--- config.mk ---
export PLATFORM = sky130hd
export DESIGN_NAME = tdgs_div_cell
export DESIGN_NICKNAME = d
export VERILOG_FILES = /design/src/sv/tdgs_pkg.sv /design/src/sv/tdgs_div_cell.sv
export SDC_FILE = /design/constraint.sdc
export NUM_CORES = 1
export LEC_CHECK = 0
export BUFFER_PORTS_ARGS = -buffer_cell sky130_fd_sc_hd__buf_2
export CORE_AREA = 2 2 133 135
export CTS_BUF_LIST = sky130_fd_sc_hd__clkbuf_8
export DETAILED_ROUTE_END_ITERATION = 16
export DIE_AREA = 0 0 135 137
export PLACE_DENSITY = 0.82
export SLEW_MARGIN = 20
export SYNTH_ARGS = -nofsm -noshare
export SYNTH_HDL_FRONTEND = slang
export SYNTH_SLANG_ARGS = --single-unit
export TNS_END_PERCENT = 10
--- constraint.sdc ---
create_clock -name clk -period 3.9 [get_ports clk]
set_input_delay 0 -clock clk [delete_from_list [all_inputs] [get_ports clk]]
set_output_delay 0 -clock clk [all_outputs]
set_load 0.02 [all_outputs]
--- src/sv/tdgs_pkg.sv ---
package tdgs_pkg;

  // Input field widths.
  localparam int CW = 16;
  localparam int ZW = 32;
  localparam int SW = 32;

  // Exact intermediate widths.
  localparam int DXW    = CW + 1;
  localparam int DZW    = ZW + 1;
  localparam int PDETW  = 2 * DXW;
  localparam int DETW   = PDETW + 1;
  localparam int PNUMW  = DZW + DXW;
  localparam int NSHIFT = 4;
  localparam int NUMW   = PNUMW + 1 + NSHIFT;

  // One quotient bit per divider cell: the top bit flags a quotient of 2^32 or more.
  localparam int QBITS = SW + 1;
  localparam int RW    = DETW + QBITS - 1;

  localparam int FRONT_STAGES = 4;
  localparam int LATENCY      = FRONT_STAGES + QBITS + 1;

  localparam logic [SW-1:0] STEP_MAX = {1'b0, {(SW-1){1'b1}}};
  localparam logic [SW-1:0] STEP_MIN = {1'b1, {(SW-1){1'b0}}};

  typedef struct packed {
    logic [NUMW-1:0] nx_mag;
    logic            nx_neg;
    logic [NUMW-1:0] ny_mag;
    logic            ny_neg;
    logic [DETW-1:0] d_mag;
    logic            d_neg;
    logic            degen;
  } tdgs_prep_t;

  typedef struct packed {
    logic [RW-1:0]    rem;
    logic [RW-1:0]    dsh;
    logic [QBITS-1:0] quo;
    logic             neg;
    logic             degen;
  } tdgs_lane_t;

endpackage

--- src/sv/tdgs_div_cell.sv ---
module tdgs_div_cell import tdgs_pkg::*; (
  input  logic       clk,
  input  logic       rst,
  input  logic       in_valid,
  input  tdgs_lane_t lane_in,
  output logic       out_valid,
  output tdgs_lane_t lane_out
);

  logic [RW:0] diff;
  logic        fits;
  tdgs_lane_t  lane_next;

  // One restoring step: try the shifted divisor, keep the remainder if it fits,
  // and hand the divisor on one place lower.
  always_comb begin
    diff           = {1'b0, lane_in.rem} - {1'b0, lane_in.dsh};
    fits           = !diff[RW];
    lane_next      = lane_in;
    lane_next.rem  = fits ? diff[RW-1:0] : lane_in.rem;
    lane_next.dsh  = lane_in.dsh >> 1;
    lane_next.quo  = {lane_in.quo[QBITS-2:0], fits};
  end

  always_ff @(posedge clk) begin
    if (rst) begin
      out_valid <= 1'b0;
    end else begin
      out_valid <= in_valid;
    end
  end

  always_ff @(posedge clk) begin
    lane_out <= lane_next;
  end

endmodule

# Word-level counts from Yosys, hierarchy flattened
# Index checks and enable logic that the tools add are counted.
# Widths: inputs -> output; s select.
# classes
n_bitwise	0
n_lt_le_gt_ge	0
mul	0
add_sub_neg	1
n_eq_ne	0
shifts	0
reduce_logical	1
div_mod_pow	0
muxes	1
# ops
op	count
$sub 67x67->68	1
$mux 67	1
$logic_not 1->1	1
# totals
regBits	169
elab_cells	9
romBits	0
inputBits	172
ramBits	0
memories	0
latch_bits	0
output_inout_bits	170

# Longest topological paths before layout
# Gate-level depths: netlist of run 1.
# depth
word_depth	2
mapped_depth	15
depth_no_buf	14

# Least setup slack after synthesis of run 1
# No wires, ideal clock.
# synth_timing
kind	input port to flip-flop
startpoint	input port lane_in[102] in the netlist's numbering
endpoint	register lane_out[160] in the netlist's numbering
setup_ns	0.128
n_path_buf	0
arrival_ns	2.557
setup_slack_ns	1.215
required_ns	3.772
path_stages	14
cell_sequence	inv_1 > ha_1 > inv_1 > fa_1 > a211oi_1 > o211ai_2 > a41o_1 > o2bb2ai_1 > o41a_1 > o21ai_2 > a211oi_2 > o21ai_0 > xnor2_1 > o21ai_1
# synth_rtl
element	line_no	rtl
start: declaration	tdgs_div_cell.sv:5	input tdgs_lane_t lane_in,
end signal: assignment	tdgs_div_cell.sv:34	lane_out <= lane_next;
end: declaration	tdgs_div_cell.sv:7	output tdgs_lane_t lane_out

==> results of run 1 <==
through the flow:
step	setup WS (ns)	hold slack [ns]	cell area [sq um]	power (uW)
after global routing	0.0129	0.137	12400	5070
after CTS	0.271	0.136	12400	4780
after detailed placement	0.512	0.104	10300	3430
after global placement	0.489	0.102	10300	3410
after floorplan	1.22	0.0277	8520	2980
final	0.253	0.147	12400	4850
metal layers:
layer | vias to the layer above | GRT usage, %
li1 | 4445 | -
met4 | 0 | 14.7
met5 | - | 0
met3 | 96 | 8.89
met1 | 4380 | 34.1
met2 | 520 | 58.8
cells by family after synthesis:
logic type | Yosys count | share of synthesized area (%)
AOI/OAI and AO/OA | 314 | 23.4
xor gates and xnor gates | 61 | 6.27
adders and majority gates | 68 | 10.1
buffers and inverters | 134 | 6.84
DFF | 169 | 39.7
muxes | 1 | 0.176
other | 1 | 0.0440
and+or+nand+nor | 254 | 13.5
cell usage after synthesis, types with 8 or more instances:
cell and number:
nor3_1 12, o21ai_1 67, inv_1 86, o21a_1 13, a31oi_1 9, buf_6 9, nand4_1 23, o31ai_1 10
clkbuf_1 31, xor2_1 27, nor2_1 41, xnor2_1 34, ha_1 67, a21oi_1 77, nand2_1 132, dfxtp_1 169
a21o_1 30, o21ai_0 30, o21bai_1 23, nand3_1 8
power breakdown:
part / internal, uW / switching, uW / leakage, uW
Clock: 476 / 772 / 0.000194
Sequential: 1910 / 52.7 / 0.00143
Combinational: 662 / 979 / 0.00452
Total: 3050 / 1800 / 0.00614
worst paths after layout:
check / from / end / slack, ns / depth (start not counted)
worst max-delay path: lane_in[103] / lane_out[102]$_DFF_P_ / 0.25 / 14
worst min-delay path: lane_in[0] / lane_out[0]$_DFF_P_ / 0.15 / 2
timing repair:
item | CTS | global route
endpoints found under the setup margin | 0 | 1
resized for setup | 0 | 0
endpoints found under the hold margin | 168 | 0
hold buffers | 170 | 0
layout make-up:
type	count	area, sq um
inverter	86	323
clock buffer	17	234
antenna	2	5.00
tap	225	282
clock inverter	15	154
fill	1168	4660
sequential	169	3380
timing repair buffer	513	3450
multi-input combinational	699	4560
sequential cells by signal, summed over array words and instances, names as in the netlist:
register   flops
lane_out     168
out_valid      1
==> impl_metrics.ini, run 1 <==
[clock_tree]
cts_buffers = 17
cts_tree = yes
postCtsSetupBuffers = 0
htree_levels = 4
clkSinkCount = 169
ctsLongestPathBuffers = 2
cts.clk_slew.worst_paths_ns = 0.11
clockRootBuffer = clkbuf_8

[floorplan]
initial_core_util_pct = 50.0
row_count = 48
core_area_sq_um = 17100
fp.dieArea_sq_um = 18500
die_h_microns = 137
fp.dieW_microns = 135
ioPinCount = 342

[drt]
routed_via_density = 5.47
drtPass1Iterations = 6
drc = 0
topRoutingLayerUsed = met4
met1Wirelength_microns = 11100
met2_length_microns = 15200
drt_iter0_drc = 756
dr_wl_met3_microns = 2720
vias = 9441
postRouteAntennaNets = 0
wl_microns = 30300
wl_per_cell_microns = 17.5

[logic_synthesis]
synth_top_area_cell = dfxtp_1
syn-cell-area_sq_um = 8520
seq_area_frac_synth_pct = 39.7
synth_top_area_share_pct = 39.7
async_flop_share_pct = 0
syn_area_per_cell_sq_um = 8.50
ys_warn_count = 0
synth_area_leaders = dfxtp_1 40%, ha_1 9.8%, nand2_1 5.8%
synth_edf_count = 0
syn_inst = 1002
ys_ff_latch = 169
synth_ff_type = dfxtp_1
syn_nets = 1242
synth_cell_types = 67

[job]
drv_cap = 0

[timing]
slew_violations = 0
setup_violations = 0
finalHoldViolCount = 0
maxSlewHeadroom_pct = 65.8
max_freq_mhz = 274
finalCritPeriodShare_pct = 93.5
tightest_slew_ns = 0.509
period_minus_slack_ns = 3.65
rsz0062_at_grt = no
setup_tns_ns = 0

[grt]
gr-usage-all-layers_pct = 32.0
grt-ovfl-total = 0
grt_max_degree = 41
antenna_found_initial = 2
grt_pass1_wl_microns = 46600
grt_pass1_vias = 9519

[layout]
final_cells = 1726
drive_gt1_share_pct = 26.3
nNetsFinal = 1726
layout_commonest_cell = buf_2
fin_util_pct = 72.7
area_growth_pct = 45.5
layout_common_cells = 339 x buf_2, 170 x dlygate4sd3_1, 169 x dfxtp_1

[worst_setup_path]
cp_max_fo = 40
start_kind = input port
criticalPathCategory = in -> reg
end_kind = flop
critPathBufInv = 3
cp.required_ns = 4.27
crit_top_cell = dlygate4sd3_1
crit_chain = dlygate4sd3_1 > buf_2 > ha_1 > nor2b_1 > o2111ai_1 > a211oi_2 > o311ai_1 > o2111a_2 > o311ai_2 > nand4_1 > o21a_4 > nand2_1 > o21ai_1 > dlygate4sd3_1
cp_top_family = compound AO/OA/AOI/OAI gates
crit_slowest_cell = dlygate4sd3_1
cpPeakStageDelay_ns = 0.56
crit_arrival_ns = 4.02

[outcome]
status = finished clean

[placement]
dp_hpwl_microns = 19800
placed_cells = 1522
globalplace.congestion = 0.899
portBuffers = 339

[hold_path]
hp-class = in -> reg

[power]
leakagePower_uw = 0.00614
p_per_area_nw_per_um2 = 391
vdd_drop_max_mv = 0.215
Note: power is estimated with default switching activity, not from simulation.
==> inputs of run 2 (changes only) <==
==> constraint.sdc (replaced) <==
create_clock -name clk -period 4.75 [get_ports clk]
set_input_delay 0 -clock clk [delete_from_list [all_inputs] [get_ports clk]]
set_output_delay 0 -clock clk [all_outputs]
set_load 0.02 [all_outputs]
==> impl_metrics.ini, run 2 (synthesis results as in run 1) <==
[layout]
drive_gt1_share_pct = 26.2
layout_commonest_cell = buf_2
nNetsFinal = 1724
area_growth_pct = 45.6
largest_register = lane_out
final_cells = 1723
fin_area_sq_um = 12400
layout_common_cells = 339 x buf_2, 170 x dlygate4sd3_1, 169 x dfxtp_1
top_regs = lane_out x168, out_valid x1
largest_reg_flops = 168

[timing]
tightest_slew_ns = 1.06
setup_violations = 0
rsz0062_at_grt = no
hold_slack_ns = 0.148
finalHoldViolCount = 0
slew_violations = 0
max_freq_mhz = 248
maxSlewHeadroom_pct = 29.3
period_minus_slack_ns = 4.03
finalCritPeriodShare_pct = 84.8
setup_ws_ns = 0.721
setup_tns_ns = 0

[drt]
drt_iter0_drc = 784
drtPass1Iterations = 6
postRouteAntennaNets = 0
wl_per_cell_microns = 17.7
vias = 9433
wl_microns = 30600
routed_via_density = 5.47
drc = 0

[floorplan]
fp.dieW_microns = 135
ioPinCount = 342
initial_core_util_pct = 50.0
fp.dieArea_sq_um = 18500
core_area_sq_um = 17100
die_h_microns = 137
row_count = 48

[power]
leakagePower_uw = 0.00614
vdd_drop_max_mv = 0.194
p_per_area_nw_per_um2 = 329

[worst_setup_path]
crit_top_cell = dlygate4sd3_1
crit_arrival_ns = 4.45
crit_chain = dlygate4sd3_1 > buf_2 > inv_1 > ha_1 > nor2b_1 > o2111ai_1 > a211oi_2 > o311ai_1 > o2111a_2 > o311ai_2 > nand4_1 > o21a_4 > nand2_1 > o21ai_1 > dlygate4sd3_1
end_kind = flop
cp_max_fo = 95
criticalPathCategory = in -> reg
start_kind = input port
cpPeakStageDelay_ns = 0.83
crit_slowest_cell = o21a_4
cp.required_ns = 5.18

[clock_tree]
ctsLongestPathBuffers = 2
clkSinkCount = 169
htree_levels = 4
ctsResizeCount = 0
postCtsSetupBuffers = 0
ctsHoldBuffers = 170
cts_buffers = 17
cts_tree = yes
cts.clk_slew.worst_paths_ns = 0.11
clockRootBuffer = clkbuf_8

[placement]
placed_cells = 1520
portBuffers = 339
dp_hpwl_microns = 19800
globalplace.congestion = 0.901
pre_cts_slack_ns = 1.15
placed_cell_area_sq_um = 10300

[grt]
gr-usage-all-layers_pct = 32.2
grt-ovfl-total = 0
grt_pass1_vias = 9820
grt_pass1_wl_microns = 47400
antenna_found_initial = 1
grt_max_degree = 96

[hold_path]
hp-class = in -> reg

[outcome]
status = finished clean

[job]
drv_cap = 0
run 2: final cells by class:
type | count | area, sq um
repair buffers | 511 | 3430
well taps | 225 | 282
diodes | 1 | 2.50
flip-flops and latches | 169 | 3380
fillers | 1170 | 4650
clock inverters | 15 | 198
inverters | 86 | 323
multi-input cells | 699 | 4560
clock buffers | 17 | 234
run 2: where the power goes:
part	switching [uW]	internal (uW)	leakage (uW)	total, uW
Clock	668	459	0.000218	1130
Combinational	810	539	0.00450	1350
Sequential	43.6	1570	0.00143	1610
Total	1520	2570	0.00614	4090
run 2: through the flow:
step	total power (uW)	utilization, %
finish	4090	72.7
global route	4260	72.7
CTS	4030	72.7
detailed placement	2810	60.2
global placement	2790	60.2
floorplan	2450	-
run 2: path summary, 6_finish.rpt:
kind,from,end,slack [ns],depth (start not counted)
setup / recovery,lane_in[36],lane_out[102]$_DFF_P_,0.72,15
hold / removal,lane_in[7],lane_out[8]$_DFF_P_,0.15,2
run 2: critical path: cells and delay by family:
kind | cells | cell delay [ns]
AOI/OAI and AO/OA | 7 | 2.39
and+or+nand+nor | 3 | 0.48
buffers and inverters | 4 | 1.31
adders and majority gates | 1 | 0.23
run 2: layer usage:
metal  wire, microns  up-vias  GRT usage, %
li1                -     4441             -
met4            1390        0          16.2
met3            2980      143          10.0
met2           15100      572          57.7
met1           11100     4277          34.3
met5               0        -             0
